`config.mk`:
```
export PLATFORM = sky130hd
export DESIGN_NAME = pulse_width_frame_transmitter
export DESIGN_NICKNAME = d
export VERILOG_FILES = /design/src/hdl/pwft_pkg.sv /design/src/hdl/pulse_width_frame_transmitter.sv /design/src/hdl/pwft_cfg.sv /design/src/hdl/pwft_seq.sv /design/src/hdl/pwft_obuf.sv
export VERILOG_INCLUDE_DIRS = /design/src /design/src/hdl
export SDC_FILE = /design/constraint.sdc
export NUM_CORES = 1
export LEC_CHECK = 0
export BUFFER_PORTS_ARGS = -buffer_cell sky130_fd_sc_hd__buf_2
export CAP_MARGIN = 40
export CORE_ASPECT_RATIO = 0.8
export CORE_MARGIN = 2
export CORE_UTILIZATION = 35
export CTS_CLUSTER_DIAMETER = 200
export DETAILED_ROUTE_END_ITERATION = 10
export GPL_ROUTABILITY_DRIVEN = 0
export PLACE_DENSITY = 0.6
export SLEW_MARGIN = 20
export SYNTH_ARGS = -nofsm -noshare
export SYNTH_HDL_FRONTEND = slang
export SYNTH_SLANG_ARGS = --single-unit
```
`constraint.sdc`:
```
create_clock -name clk_i -period 4.25 [get_ports clk_i]
set_input_delay 0.2125 -clock clk_i [delete_from_list [all_inputs] [get_ports clk_i]]
set_output_delay 0.2125 -clock clk_i [all_outputs]
set_load 0.05 [all_outputs]
```
`src/hdl/assert_macros.svh`:
```
// shared concurrent assertion macros, clocked on clk_i and disabled in reset
`ifndef ASSERT_MACROS_SVH
`define ASSERT_MACROS_SVH

`ifndef SYNTHESIS

`define PWFT_ASSERT(label, prop, msg) \
  label: assert property (@(posedge clk_i) disable iff (!rst_ni) (prop)) else $error(msg);

`define PWFT_ASSERT_NEVER(label, expr, msg) \
  label: assert property (@(posedge clk_i) disable iff (!rst_ni) !(expr)) else $error(msg);

`else

`define PWFT_ASSERT(label, prop, msg)

`define PWFT_ASSERT_NEVER(label, expr, msg)

`endif

`endif

```
`src/hdl/pwft_pkg.sv`:
```
package pwft_pkg;

  localparam int unsigned CfgIdxW   = 3;
  localparam int unsigned CfgDataW  = 8;
  localparam int unsigned PulseW    = 6;
  localparam int unsigned TickW     = 8;
  localparam int unsigned BitCntW   = 5;
  localparam int unsigned ShiftW    = 16;
  localparam int unsigned ByteW     = 8;
  localparam int unsigned OutDataW  = 8;

  localparam logic [BitCntW-1:0] FrameBits = BitCntW'(16);

  // register indexes on the configuration channel
  localparam logic [CfgIdxW-1:0] RegPreamblePulses = 3'd0;
  localparam logic [CfgIdxW-1:0] RegHalfPulseTicks = 3'd1;
  localparam logic [CfgIdxW-1:0] RegGapTicks       = 3'd2;
  localparam logic [CfgIdxW-1:0] RegShortHighTicks = 3'd3;
  localparam logic [CfgIdxW-1:0] RegLongHighTicks  = 3'd4;
  localparam logic [CfgIdxW-1:0] RegBitLowTicks    = 3'd5;
  localparam logic [CfgIdxW-1:0] RegCheckMask      = 3'd6;

  // reset values
  localparam logic [PulseW-1:0] RstPreamblePulses = 6'd20;
  localparam logic [TickW-1:0]  RstHalfPulseTicks = 8'd5;
  localparam logic [TickW-1:0]  RstGapTicks       = 8'd1;
  localparam logic [TickW-1:0]  RstShortHighTicks = 8'd10;
  localparam logic [TickW-1:0]  RstLongHighTicks  = 8'd20;
  localparam logic [TickW-1:0]  RstBitLowTicks    = 8'd10;
  localparam logic [ByteW-1:0]  RstCheckMask      = 8'hAA;

  // input command codes
  localparam logic CmdTick = 1'b0;
  localparam logic CmdSend = 1'b1;

  typedef struct packed {
    logic [PulseW-1:0] preamble_pulses;
    logic [TickW-1:0]  half_pulse_ticks;
    logic [TickW-1:0]  gap_ticks;
    logic [TickW-1:0]  short_high_ticks;
    logic [TickW-1:0]  long_high_ticks;
    logic [TickW-1:0]  bit_low_ticks;
    logic [ByteW-1:0]  check_mask;
  } cfg_t;

  typedef struct packed {
    logic frame_done;
    logic busy_res;
    logic line_level;
  } result_t;

  // zero lengths count as one
  function automatic logic [TickW-1:0] span_len(input logic [TickW-1:0] len);
    span_len = (len == '0) ? TickW'(1) : len;
  endfunction

endpackage

```
`src/hdl/pulse_width_frame_transmitter.sv`:
```
// Pulse-width frame transmitter. Each input transaction is either a 100 us tick
// (tuser = 0) or a send request (tuser = 1, data byte in tdata); a send while a
// frame is running is ignored. Every input transaction yields exactly one result
// transaction carrying the transmit line level, a busy flag and a frame-done
// pulse. A frame is a preamble of square pulses, an optional low gap, then the
// data byte and the check byte (data AND check_mask), most significant bit
// first, each bit high for a short (0) or long (1) time then low. One item is
// taken every clock cycle while the output buffer has room: the frame state is
// registered from the accepted item, and a two-entry output buffer keeps input
// flowing while the result side stalls, until its second entry fills. Configuration
// writes are always accepted; unknown indexes are dropped.
module pulse_width_frame_transmitter (
  input  logic                            clk_i,
  input  logic                            rst_ni,
  // configuration write channel
  input  logic                            cfg_valid_i,
  output logic                            cfg_ready_o,
  input  logic [pwft_pkg::CfgIdxW-1:0]    cfg_index_i,
  input  logic [pwft_pkg::CfgDataW-1:0]   cfg_data_i,
  // input stream
  input  logic                            s_axis_tvalid,
  output logic                            s_axis_tready,
  input  logic [pwft_pkg::ByteW-1:0]      s_axis_tdata,  // [7:0] data_byte
  input  logic                            s_axis_tuser,  // [0] command
  // result stream
  output logic                            m_axis_tvalid,
  input  logic                            m_axis_tready,
  output logic [pwft_pkg::OutDataW-1:0]   m_axis_tdata   // [0] line_level, [1] busy_res,
                                                         // [2] frame_done, [7:3] zero
);

  pwft_pkg::cfg_t    cfg;
  pwft_pkg::result_t seq_res, buf_res;
  logic              in_fire, buf_ready;

  assign s_axis_tready = buf_ready;
  assign in_fire       = s_axis_tvalid && buf_ready;

  pwft_cfg u_cfg (
    .clk_i       (clk_i),
    .rst_ni      (rst_ni),
    .cfg_valid_i (cfg_valid_i),
    .cfg_ready_o (cfg_ready_o),
    .cfg_index_i (cfg_index_i),
    .cfg_data_i  (cfg_data_i),
    .cfg_o       (cfg)
  );

  pwft_seq u_seq (
    .clk_i       (clk_i),
    .rst_ni      (rst_ni),
    .cfg_i       (cfg),
    .in_fire_i   (in_fire),
    .command_i   (s_axis_tuser),
    .data_byte_i (s_axis_tdata),
    .result_o    (seq_res)
  );

  pwft_obuf u_obuf (
    .clk_i       (clk_i),
    .rst_ni      (rst_ni),
    .push_i      (in_fire),
    .ready_o     (buf_ready),
    .data_i      (seq_res),
    .valid_o     (m_axis_tvalid),
    .pop_ready_i (m_axis_tready),
    .data_o      (buf_res)
  );

  assign m_axis_tdata = {5'b0, buf_res.frame_done, buf_res.busy_res, buf_res.line_level};

endmodule

```
`src/hdl/pwft_cfg.sv`:
```
module pwft_cfg (
  input  logic                          clk_i,
  input  logic                          rst_ni,
  input  logic                          cfg_valid_i,
  output logic                          cfg_ready_o,
  input  logic [pwft_pkg::CfgIdxW-1:0]  cfg_index_i,
  input  logic [pwft_pkg::CfgDataW-1:0] cfg_data_i,
  output pwft_pkg::cfg_t                cfg_o
);

  pwft_pkg::cfg_t cfg_q, cfg_d;
  logic           wr_en;

  assign cfg_ready_o = 1'b1;
  assign wr_en       = cfg_valid_i;

  always_comb begin
    cfg_d = cfg_q;
    if (wr_en) begin
      case (cfg_index_i)
        pwft_pkg::RegPreamblePulses:
          cfg_d.preamble_pulses = cfg_data_i[pwft_pkg::PulseW-1:0];
        pwft_pkg::RegHalfPulseTicks: cfg_d.half_pulse_ticks = cfg_data_i;
        pwft_pkg::RegGapTicks:       cfg_d.gap_ticks        = cfg_data_i;
        pwft_pkg::RegShortHighTicks: cfg_d.short_high_ticks = cfg_data_i;
        pwft_pkg::RegLongHighTicks:  cfg_d.long_high_ticks  = cfg_data_i;
        pwft_pkg::RegBitLowTicks:    cfg_d.bit_low_ticks    = cfg_data_i;
        pwft_pkg::RegCheckMask:      cfg_d.check_mask       = cfg_data_i;
        default: ;
      endcase
    end
  end

  always_ff @(posedge clk_i or negedge rst_ni) begin
    if (!rst_ni) begin
      cfg_q.preamble_pulses  <= pwft_pkg::RstPreamblePulses;
      cfg_q.half_pulse_ticks <= pwft_pkg::RstHalfPulseTicks;
      cfg_q.gap_ticks        <= pwft_pkg::RstGapTicks;
      cfg_q.short_high_ticks <= pwft_pkg::RstShortHighTicks;
      cfg_q.long_high_ticks  <= pwft_pkg::RstLongHighTicks;
      cfg_q.bit_low_ticks    <= pwft_pkg::RstBitLowTicks;
      cfg_q.check_mask       <= pwft_pkg::RstCheckMask;
    end else begin
      cfg_q <= cfg_d;
    end
  end

  assign cfg_o = cfg_q;

endmodule

```
`src/hdl/pwft_seq.sv`:
```
`include "assert_macros.svh"

module pwft_seq (
  input  logic                       clk_i,
  input  logic                       rst_ni,
  input  pwft_pkg::cfg_t             cfg_i,
  input  logic                       in_fire_i,
  input  logic                       command_i,
  input  logic [pwft_pkg::ByteW-1:0] data_byte_i,
  output pwft_pkg::result_t          result_o
);

  typedef enum logic [2:0] {
    PhIdle  = 3'd0,
    PhPreHi = 3'd1,
    PhPreLo = 3'd2,
    PhGap   = 3'd3,
    PhBitHi = 3'd4,
    PhBitLo = 3'd5
  } phase_e;

  phase_e                        phase_q, phase_d;
  logic [pwft_pkg::PulseW-1:0]   pulse_q, pulse_d, pulse_inc, pulse_n;
  logic [pwft_pkg::BitCntW-1:0]  bit_q, bit_d, bit_inc;
  logic [pwft_pkg::TickW-1:0]    tick_q, tick_d, tick_inc, cur_len;
  logic [pwft_pkg::ShiftW-1:0]   shift_q, shift_d;
  logic                          line_q, line_d;
  logic                          span_end, done;

  assign tick_inc  = tick_q + pwft_pkg::TickW'(1);
  assign pulse_inc = pulse_q + pwft_pkg::PulseW'(1);
  assign bit_inc   = bit_q + pwft_pkg::BitCntW'(1);
  assign pulse_n   = (cfg_i.preamble_pulses == '0) ? pwft_pkg::PulseW'(1)
                                                    : cfg_i.preamble_pulses;

  // length of the span counted in the current phase
  always_comb begin
    case (phase_q)
      PhPreHi, PhPreLo: cur_len = cfg_i.half_pulse_ticks;
      PhGap:            cur_len = cfg_i.gap_ticks;
      PhBitHi:          cur_len = shift_q[pwft_pkg::ShiftW-1] ? cfg_i.long_high_ticks
                                                              : cfg_i.short_high_ticks;
      PhBitLo:          cur_len = cfg_i.bit_low_ticks;
      default:          cur_len = pwft_pkg::TickW'(1);
    endcase
  end

  assign span_end = tick_inc >= pwft_pkg::span_len(cur_len);

  always_comb begin
    phase_d = phase_q;
    pulse_d = pulse_q;
    bit_d   = bit_q;
    tick_d  = tick_q;
    shift_d = shift_q;
    line_d  = line_q;
    done    = 1'b0;
    if (command_i == pwft_pkg::CmdSend) begin
      if (phase_q == PhIdle) begin
        shift_d = {data_byte_i, data_byte_i & cfg_i.check_mask};
        phase_d = PhPreHi;
        pulse_d = '0;
        bit_d   = '0;
        tick_d  = '0;
        line_d  = 1'b1;
      end
    end else begin
      case (phase_q)
        PhIdle: ;
        PhPreHi, PhPreLo, PhGap, PhBitHi, PhBitLo: begin
          tick_d = span_end ? '0 : tick_inc;
          if (span_end) begin
            case (phase_q)
              PhPreHi: begin
                phase_d = PhPreLo;
                line_d  = 1'b0;
              end
              PhPreLo: begin
                if (pulse_inc >= pulse_n) begin
                  pulse_d = '0;
                  // zero gap goes straight to the first bit
                  if (cfg_i.gap_ticks == '0) begin
                    phase_d = PhBitHi;
                    line_d  = 1'b1;
                  end else begin
                    phase_d = PhGap;
                    line_d  = 1'b0;
                  end
                end else begin
                  pulse_d = pulse_inc;
                  phase_d = PhPreHi;
                  line_d  = 1'b1;
                end
              end
              PhGap: begin
                phase_d = PhBitHi;
                line_d  = 1'b1;
              end
              PhBitHi: begin
                phase_d = PhBitLo;
                line_d  = 1'b0;
              end
              default: begin
                shift_d = {shift_q[pwft_pkg::ShiftW-2:0], 1'b0};
                if (bit_inc >= pwft_pkg::FrameBits) begin
                  bit_d   = '0;
                  phase_d = PhIdle;
                  line_d  = 1'b0;
                  done    = 1'b1;
                end else begin
                  bit_d   = bit_inc;
                  phase_d = PhBitHi;
                  line_d  = 1'b1;
                end
              end
            endcase
          end
        end
        default: begin
          phase_d = PhIdle;
          line_d  = 1'b0;
        end
      endcase
    end
  end

  always_ff @(posedge clk_i or negedge rst_ni) begin
    if (!rst_ni) begin
      phase_q <= PhIdle;
      pulse_q <= '0;
      bit_q   <= '0;
      tick_q  <= '0;
      shift_q <= '0;
      line_q  <= 1'b0;
    end else if (in_fire_i) begin
      phase_q <= phase_d;
      pulse_q <= pulse_d;
      bit_q   <= bit_d;
      tick_q  <= tick_d;
      shift_q <= shift_d;
      line_q  <= line_d;
    end
  end

  assign result_o.line_level = line_d;
  assign result_o.busy_res   = phase_d != PhIdle;
  assign result_o.frame_done = done;

  `PWFT_ASSERT(a_idle_line_low, (phase_q == PhIdle) |-> !line_q, "line high while idle")
  `PWFT_ASSERT(a_line_high_phase, line_q |-> (phase_q == PhPreHi || phase_q == PhBitHi), "line high outside a high span")
  `PWFT_ASSERT_NEVER(a_done_busy, in_fire_i && result_o.frame_done && result_o.busy_res, "frame done while still busy")

endmodule

```
`src/hdl/pwft_obuf.sv`:
```
`include "assert_macros.svh"

module pwft_obuf (
  input  logic              clk_i,
  input  logic              rst_ni,
  input  logic              push_i,
  output logic              ready_o,
  input  pwft_pkg::result_t data_i,
  output logic              valid_o,
  input  logic              pop_ready_i,
  output pwft_pkg::result_t data_o
);

  pwft_pkg::result_t out_q, skid_q;
  logic              out_valid_q, skid_valid_q, pop;

  assign ready_o = !skid_valid_q;
  assign pop     = out_valid_q && pop_ready_i;

  always_ff @(posedge clk_i or negedge rst_ni) begin
    if (!rst_ni) begin
      out_valid_q  <= 1'b0;
      skid_valid_q <= 1'b0;
    end else begin
      if (pop) begin
        if (skid_valid_q) begin
          skid_valid_q <= 1'b0;
        end else if (!push_i) begin
          out_valid_q <= 1'b0;
        end
      end else if (push_i) begin
        if (!out_valid_q) begin
          out_valid_q <= 1'b1;
        end else begin
          skid_valid_q <= 1'b1;
        end
      end
    end
  end

  // payload path, no reset
  always_ff @(posedge clk_i) begin
    if (pop && skid_valid_q) begin
      out_q <= skid_q;
    end else if (push_i && (pop || !out_valid_q)) begin
      out_q <= data_i;
    end
    if (push_i && out_valid_q && !pop) begin
      skid_q <= data_i;
    end
  end

  assign valid_o = out_valid_q;
  assign data_o  = out_q;

  `PWFT_ASSERT(a_skid_needs_out, skid_valid_q |-> out_valid_q, "skid entry without output entry")
  `PWFT_ASSERT(a_stall_fills_skid, (push_i && out_valid_q && !pop_ready_i) |=> skid_valid_q, "stalled transaction lost")

endmodule
```
---- Word level (Yosys, flattened, before mapping) ----
Cells that the tools add are included.
cells by class
  add/sub/neg operators ................... 3
  order comparisons ....................... 3
  equality and inequality tests ........... 15
  multiplexer cells ....................... 55
  bitwise logic cells ..................... 1
  reduce and logical (&&, ||, !) cells .... 38
operators by type and width
  kind                 number
  $mux 16              5
  $mux 8               6
  $mux 6               7
  $pmux 8 s4           1
  $mux 5               6
  $mux 3               8
  $mux 1               18
  $logic_not 8->1      2
  $reduce_and 2->1     8
  $eq 3x3->1 const B   5
  $eq 3x2->1 const B   4
  $pmux 3 s4           1
  $reduce_bool 2->1    6
  $reduce_and 5->1     2
  $add 8x1->8 const B  1
  $and 8x8->8          1
  $ge 8x8->1           1
  $add 6x1->6 const B  1
  $eq 3x1->1 const B   2
  $ge 6x6->1           1
  $logic_and 1x1->1    6
  $logic_not 3->1      2
  $logic_not 6->1      1
  $pmux 3 s2           1
  other kinds (13)     19
storage, ports and cells
  bits in registers ....................... 101
  bits of input ports ..................... 25
  output and inout port bits .............. 11
  logic and storage cells ................. 136

---- Logic depth before layout (Yosys ltp) ----
Gate-level depths: netlist of run 1.
  depth after elaboration ................. 12
  gate-level depth with buffers ........... 18
  gate-level depth less buffers ........... 13

---- Hierarchy ----
A second synthesis of run 1 with hierarchy kept.
unflattened totals
  cells, all modules ...................... 477
  area total of the unflattened synthesis .. 5,470.2 um2
by module, submodules not included
  module                         instances  cells each  area each (um2)  seq. area each (um2)
  pwft_seq                       1          325         2,956.6          975.9
  pwft_cfg                       1          124         2,142.1          1,370.1
  pwft_obuf                      1          21          324.1            230.2
  pulse_width_frame_transmitter  1          7           47.5             0.0

---- Worst setup path after synthesis of run 1 ----
OpenSTA, ideal clock, no wires.
  path kind ............................... register to register
  start point ............................. register u_seq.shift_q[15] in the netlist's numbering
  end point ............................... register u_seq.shift_q[12] in the netlist's numbering
  library setup time ...................... 0.125 ns
  arrival ................................. 3.375 ns
  required time ........................... 4.125 ns
  slack ................................... 0.750 ns
  stages on the path, launching flop included .. 17
  path buffers ............................ 4
  period minus slack after synthesis ...... 3.500 ns
  cell sequence ........................... dfrtp_1 > clkbuf_1 > mux2i_1 > nor3_1 > a2111oi_0 > nand4_1 > o21ai_0 > ha_1 > nand2b_1 > a31oi_2 > o21a_1 > buf_6 > nor3_4 > o21a_1 > buf_6 > buf_12 > mux2_4
between the ends
  word-level cells in the longest chain between the ends .. 7
RTL lines
  element                        RTL line         source
  from (decl)                    pwft_seq.sv:26   logic [pwft_pkg::ShiftW-1:0] shift_q, shift_d;
  from (signal assigned)         pwft_seq.sv:140  shift_q <= shift_d;
  $mux 8 *                       pwft_seq.sv:41   PhBitHi: cur_len = shift_q[pwft_pkg::ShiftW-1] ? cfg_i.long_high_ticks
  $pmux 8 s4 *                   pwft_seq.sv:38   case (phase_q)
  $logic_not 8->1                pwft_pkg.sv:54   span_len = (len == '0) ? TickW'(1) : len;
  $mux 8 *                       pwft_pkg.sv:54
  $ge 8x8->1 *                   pwft_seq.sv:48   assign span_end = tick_inc >= pwft_pkg::span_len(cur_len);
  $reduce_bool 2->1 (no line) *  n/a
  $reduce_and 5->1 (no line) *   n/a
Every way passes the cells marked *; elsewhere a longest branch is shown, timed or not.
A chain may end at the register's enable or synchronous reset.

---- Worst setup path in the final report of run 1 ----
  start point ............................. register u_seq.phase_q[2]
  end point ............................... register u_obuf.out_q (netlist bit u_obuf.data_o[1]) (data pin)
between the ends
  word-level cells in the longest chain between the ends .. 12
  elaborated cells on any way between the ends .. 20
  those cells by class .................... order compare (1); eq/ne (5); mux (9); reduce/logical (5)
RTL lines
  element                                          RTL line                                        source
  from (decl)                                      pwft_seq.sv:22                                  phase_e phase_q, phase_d;
  from (signal assigned)                           pwft_seq.sv:129                                 phase_q <= PhIdle;
  from (signal assigned)                           pwft_seq.sv:136                                 phase_q <= phase_d;
  $eq 3x1->1 / $eq 3x2->1 (equally long branches)  pwft_seq.sv:38, pwft_seq.sv:68, pwft_seq.sv:73
  $reduce_or 2->1                                  pwft_seq.sv:38
  $pmux 8 s4                                       pwft_seq.sv:38
  $logic_not 8->1                                  pwft_pkg.sv:54
  $mux 8                                           pwft_pkg.sv:54
  $ge 8x8->1                                       pwft_seq.sv:48
  $mux 3                                           pwft_seq.sv:72                                  if (span_end) begin
  $pmux 3 s2                                       pwft_seq.sv:68                                  case (phase_q)
  $mux 3 *                                         pwft_seq.sv:58                                  if (command_i == pwft_pkg::CmdSend) begin
  $reduce_bool 3->1 *                              pwft_seq.sv:146                                 assign result_o.busy_res = phase_d != PhIdle;
  $mux 3 *                                         pwft_obuf.sv:45                                 end else if (push_i && (pop || !out_valid_q)) begin
  $mux 3 *                                         pwft_obuf.sv:43                                 if (pop && skid_valid_q) begin
  to (signal assigned)                             pwft_obuf.sv:44                                 out_q <= skid_q;
  to (signal assigned)                             pwft_obuf.sv:46                                 out_q <= data_i;
  to (decl)                                        pwft_obuf.sv:14                                 pwft_pkg::result_t out_q, skid_q;
Every way passes the cells marked *; elsewhere a longest branch is shown, timed or not. The select of a mux whose other input is x is not followed.

==> metrics.cfg, run 1 <==
[yosys]
synth-edff-count=6
ys_seq_area_share_pct=47.8
netlist_instances=480
netlist-cell-type-count=59
synth_ff_type=dfrtp_1
yosysWarnings=0
syn_avg_cell_area_um2=11.2
synthArstFlopShare_pct=94.1
ys_seq_elements=101
netlist_area_um2=5390

[layout]
syn2layout_area_growth_pct=12.9
utilization_pct=40.4
drive_gt1_share_pct=30.0
num_antenna_cells=0
layout.nets=553
finalInstanceArea_um2=6090

[hold_path]
hold_class=in2reg

[clock_network]
cts_tree=done
clk-insertion-delay-late_ns=0.35
hold_buffers=1
cts_resized=0
clock_sinks=101
clk_pin_slew_ns=0.07
clockRootBuffer=clkbuf_16
cts_max_level=3
cts_max_path_buffers=2
postCtsSetupRepairBufs=0
cts-buffers-inserted=9

[placed_design]
postPlaceCellArea_um2=5780
io_buffers=29
dp_hpwl_um=8820

[floorplan]
die_y_um=115
core_region_area_um2=15100
num_rows=40
io_pins=36
die_w_um=143
dieArea_um2=16400
start_util_pct=35.8

[power]
p_leak_uw=0.00263
finalPower_uw=3570
p_per_area_nw_per_um2=586
ir_drop_v=0.000254

[sta]
fin_tns_setup_ns=0
drv_slew=0
hold_slack_ns=0.0628
finalClockSkew_ns=0.0104
min_period_ns=3.89
hold_viol_final=0
max_freq_mhz=257
max-slew-margin-rel_pct=47.1
setup-violations-final=0
rsz0062_at_grt=no
fin_crit_sh_pct=91.5
tightest_slew_ns=0.791

[run_status]
status=finished, final reports clean

[route]
avgViaCountPerCell=5.12
dr.pass1.iters=4
num_vias=3718
routed_wirelength_um=11800
drc_errors=0
drt_iter0_markers=252
ant_nets=0
wl_per_cell_um=16.3

[global_route]
grt_pass1_wl_um=19600
gr-usage-all-layers_pct=15.3
antenna_found_initial=0
grt_max_degree=47
grt_pass1_vias=3715
grt_overflow=0

[setup_path]
required_ns=4.32
crit_arrival_ns=3.96
crit_type=reg2reg
path_max_fanout=15
start_kind=flop
rrSetupSlack_ns=0.36
endpoint_kind=flop

[flow_run]
maxCapViolCount=0

-- layout by cell type, fill, tap and decap left out, types with 3 or more instances in the layout --
cell type and count:
inv_1 18, dfrtp_1 80, o21ai_0 24, edfxtp_1 6, a31oi_1 6, nor4_1 4
o21a_1 4, clkbuf_16 9, a22o_1 11, xor2_1 5, mux2_4 3, ha_1 17
conb_1 6, nor3_1 7, a211oi_1 5, nor2b_1 3, and2_1 3, a2111oi_0 3
nand4b_1 3, buf_2 28, nand2b_1 7, nand3_1 17, nand2_1 31, o211ai_1 4
nor2_1 14, and3_1 10, xnor2_1 6, a21oi_1 28, dfstp_2 15, buf_4 10
mux2_2 68, mux2i_1 18
-- metal layers --
layer	wire length [µm]	global-route usage, %
met2	5210	23.2
met4	97	3.76
met1	6070	22.3
met3	447	3.42
met5	0	0
-- cells by family (layout without fill, tap and decap cells) --
group                    count (synthesis)  count (layout)  synth area share, %
AO/OA/AOI/OAI                          102             102                 12.3
XOR/XNOR                                11              11                 1.79
adder cells (fa/ha/maj)                 17              17                 3.94
buffers and inverters                   45              77                 4.24
flip-flops                             101             101                 47.8
multiplexers                            89              89                 18.4
other                                    2               6                0.139
AND/OR/NAND/NOR                        113             113                 11.4
-- synthesized netlist by cell type, types with 3 or more instances --
cell type,count,area share (%)
inv_1,18,1.3
nand2_1,31,2.2
a31oi_1,6,0.70
nor2b_1,3,0.35
nor4_1,4,0.46
and2_1,3,0.35
buf_4,6,0.84
dfstp_2,15,7.3
mux2_4,3,0.84
nand3_1,17,1.6
dfrtp_1,80,37
buf_2,5,0.46
mux2_2,68,14
edfxtp_1,6,3.3
xor2_1,5,0.81
and3_1,10,1.2
a22o_1,11,1.8
nor2_1,14,0.97
nand2b_1,7,0.81
mux2i_1,18,3.3
ha_1,17,3.9
xnor2_1,6,0.97
clkbuf_1,11,0.77
a211oi_1,5,0.70
nand4b_1,3,0.49
o21a_1,4,0.56
o211ai_1,4,0.56
a2111oi_0,3,0.49
a21oi_1,28,2.6
o21ai_0,24,2.2
nor3_1,7,0.65
-- final timing paths --
kind / startpoint / endpoint / cells past startpoint
worst min-delay path: m_axis_tready / u_obuf.skid_valid_q / 2
worst min register to register: u_cfg.cfg_o[6] / u_cfg.cfg_o[6] / 1
worst max register to register: u_seq.phase_q[2] / u_obuf.data_o[1] / 14
worst max-delay path: u_seq.phase_q[2] / u_obuf.data_o[1] / 14
max in group asynchronous: rst_ni / u_cfg.cfg_o[20] / 4
min in group asynchronous: rst_ni / u_seq.pulse_q[5] / 2
-- metrics by stage --
step	setup WS (ns)	instances
finish	0.361	726
global route	0.0796	726
CTS	0.371	725
detailed placement	0.360	708
global placement	0.409	706
floorplan	0.750	484
-- critical path: stages (launching register included) --
cell       delay, ns
dfrtp_1         0.65
nor2_1          0.25
and3_1          0.24
a2111oi_0       0.32
buf_4           0.19
nand4_1         0.08
o21ai_0         0.19
ha_1            0.25
nand2b_1        0.15
a31oi_2         0.23
o21a_1          0.21
buf_4           0.20
nor4_1          0.06
a211oi_1        0.43
a31oi_1         0.16
-- sequential cells by signal, summed over array words and instances, names as in the netlist, 3 cells and up --
signal         flops
u_seq.bit_q        5
u_seq.phase_q      3
u_seq.pulse_q      6
u_obuf.data_o      3
u_seq.shift_q     16
u_obuf.skid_q      3
u_cfg.cfg_o       54
u_seq.tick_q       8
-- power breakdown --
part | internal [µW] | switching, µW | leakage [µW] | total, µW
sequential | 1240 | 209 | 0.00121 | 1450
clock | 424 | 374 | 0.000147 | 798
combinational | 584 | 735 | 0.00126 | 1320
total | 2250 | 1320 | 0.00263 | 3570
-- layout make-up --
type | instances | area [µm²]
Fill cell | 1460 | 8970
Multi-Input combinational cell | 338 | 2600
Sequential cell | 101 | 2580
Timing Repair Buffer | 42 | 288
Tap cell | 210 | 263
Clock buffer | 10 | 239
Inverter | 19 | 71.3
Clock inverter | 6 | 51.3
No activity file was read; power rests on OpenSTA's default activity.
==> inputs of run 2 (changes only) <==
--- a/config.mk
+++ b/config.mk
@@ -6,6 +6,7 @@
 export SDC_FILE = /design/constraint.sdc
 export NUM_CORES = 1
 export LEC_CHECK = 0
+export ABC_AREA = 1
 export BUFFER_PORTS_ARGS = -buffer_cell sky130_fd_sc_hd__buf_2
 export CAP_MARGIN = 40
 export CORE_ASPECT_RATIO = 0.8
==> run 2 against run 1 <==
- power rose by 5.4%
- die area fell by 0.79%
- sequential share of layout area rose by 1.2 points
- critical path type unchanged
- largest cell class is now registers
- largest power group is now combinational logic
==> metrics.cfg, run 2 <==
[layout]
finalInstanceArea_um2=5920  ; -2.8%
num_antenna_cells=0  ; unchanged
layout.nets=721  ; +30%
drive_gt1_share_pct=13.2  ; -17 points
layout_commonest_cell=nand2_1
syn2layout_area_growth_pct=10.7
final_cell_mix=196 x nand2_1, 93 x o21ai_0, 80 x dfrtp_1, 78 x inv_1, 31 x nand3_1
utilization_pct=39.6  ; -0.85 points
largest_reg_flops=54  ; unchanged

[yosys]
ys_seq_area_share_pct=48.2  ; +0.39 points
synth_top_cells_by_area=dfrtp_1 37%, nand2_1 14%, o21ai_0 8.7%
syn_avg_cell_area_um2=8.18  ; -27%
synthArstFlopShare_pct=94.1  ; unchanged
netlist-cell-type-count=46  ; -22%
synth_most_common_cell=nand2_1
netlist_instances=654  ; +36%
synthTopCellsByCount=196 x nand2_1, 93 x o21ai_0, 80 x dfrtp_1
yosys.area.top_type=dfrtp_1
synth_top_cell_area_share_pct=37.4  ; +0.30 points
ys_seq_elements=101  ; unchanged
netlist_area_um2=5350  ; -0.81%
yosysWarnings=0  ; unchanged
synth-edff-count=6  ; unchanged
synth_ff_type=dfrtp_1

[route]
routed_wirelength_um=12000  ; +1.1%
drc_errors=0  ; unchanged
num_vias=4282  ; +15%
wl_per_cell_um=13.7  ; -16%
ant_nets=0  ; unchanged
avgViaCountPerCell=4.90  ; -4.2%
drt_iter0_markers=255  ; +1.2%
dr.pass1.iters=5  ; +1

[global_route]
antenna_found_initial=0  ; unchanged
grt_pass1_vias=4135  ; +11%
gr-usage-all-layers_pct=15.6  ; +0.30 points
grt_max_degree=57  ; +21%
grt_pass1_wl_um=20300  ; +3.6%
grt_overflow=0  ; unchanged

[setup_path]
start_kind=flop
required_ns=4.46  ; +0.14 ns
rrSetupSlack_ns=0.69  ; +0.32 ns
endpoint_kind=flop
crit_arrival_ns=3.77  ; -0.19 ns
path_max_fanout=31  ; +16
crit_type=reg2reg

[power]
p_per_area_nw_per_um2=635  ; +8.4%
finalPower_uw=3760  ; +5.4%
ir_drop_v=0.000290  ; +14%
p_leak_uw=0.00292  ; +11%

[floorplan]
start_util_pct=35.8  ; -0.053 points
dieArea_um2=16300  ; -0.79%
core_region_area_um2=15000  ; -0.66%
die_w_um=142  ; -0.40%
die_y_um=115  ; -0.39%
io_pins=36  ; unchanged
num_rows=40  ; unchanged

[sta]
max_freq_mhz=281  ; +9.1%
hold_viol_final=0  ; unchanged
rsz0062_at_grt=no
drv_slew=0  ; unchanged
fin_crit_sh_pct=83.9  ; -7.6 points
min_period_ns=3.56  ; -0.325 ns
max-slew-margin-rel_pct=54.1  ; +7.0 points
setup-violations-final=0  ; unchanged
finalClockSkew_ns=0.00902  ; -0.00141 ns
tightest_slew_ns=0.689  ; -0.102 ns
fin_tns_setup_ns=0  ; unchanged
postLayoutSetupSlackWorst_ns=0.686  ; +0.325 ns

[placed_design]
io_buffers=29  ; unchanged
dp_hpwl_um=8920  ; +1.1%
preCtsSetupSlack_ns=0.754  ; +0.395 ns
postPlaceCellArea_um2=5620  ; -2.7%

[flow_run]
maxCapViolCount=0  ; unchanged

[clock_network]
clk-insertion-delay-late_ns=0.35  ; about the same
cts_resized=0  ; unchanged
cts-buffers-inserted=9  ; unchanged
postCtsSetupRepairBufs=0  ; unchanged
clock_sinks=101  ; unchanged
clk_pin_slew_ns=0.07  ; about the same
cts_max_path_buffers=2  ; unchanged
clockRootBuffer=clkbuf_16
cts_tree=done
hold_buffers=1  ; unchanged
cts_max_level=3  ; unchanged

[run_status]
status=finished, final reports clean

[hold_path]
hold_class=in2reg

run 2: area by class of cell:
cell class / count / area, µm²
Clock inverter: 7 / 68.8
Tap cell: 189 / 236
Multi-Input combinational cell: 451 / 2320
Inverter: 84 / 323
Timing Repair Buffer: 32 / 173
Fill cell: 1499 / 9040
Clock buffer: 9 / 225
Sequential cell: 101 / 2580
run 2: per-layer routing:
layer	track usage (%)	share of wire, %	wire, µm
met1	22.0	51	6120
met2	25.1	44	5280
met3	3.43	4.0	483
met4	2.40	0.62	74
met5	0	0	0
run 2: worst paths after layout:
check / start / to / cells after the start
worst max-delay path: u_seq.phase_q[2] / u_seq.bit_q[0] / 20
worst min-delay path: s_axis_tdata[0] / u_seq.shift_q[0] / 3
worst max register to register: u_seq.phase_q[2] / u_seq.bit_q[0] / 20
worst min register to register: u_cfg.cfg_o[39] / u_cfg.cfg_o[39] / 2
max in group asynchronous: rst_ni / u_seq.pulse_q[2] / 3
min in group asynchronous: rst_ni / u_seq.shift_q[14] / 2
run 2: power by group:
group	internal [µW]	leakage [µW]	switching (µW)
clock	412	0.000137	393
sequential	1260	0.00123	178
combinational	509	0.00155	1010
total	2180	0.00292	1580
run 2: cells by family after synthesis:
kind of cell	share of synthesized area, %
xor gates and xnor gates	1.47
and+or+nand+nor	23.5
adders and majority gates	3.98
muxes	0.187
other	0.140
buffers and inverters	8.72
DFF	48.2
AOI/OAI and AO/OA	13.8
run 2: through the flow:
step           hold slack [ns]  cells
2_1_floorplan          -0.0831    658
3_3_place_gp             0.226    856
3_5_place_dp             0.225    856
4_1_cts                  0.157    873
5_1_grt                  0.181    873
6_report                 0.162    873
run 2: critical path, cell delays in order (launching register included):
cell	delay (ns)
dfrtp_1	0.46
inv_2	0.10
nand3_1	0.22
nand2_2	0.18
a2111oi_0	0.46
o21ai_1	0.14
ha_1	0.20
inv_1	0.05
nand2_1	0.04
nand2_1	0.05
nand2_1	0.05
nand2_1	0.06
nand2_1	0.09
nand3_2	0.17
inv_2	0.08
nand2_4	0.09
nand2_2	0.09
nor2_4	0.48
inv_1	0.22
nand2_1	0.12
o41ai_1	0.07
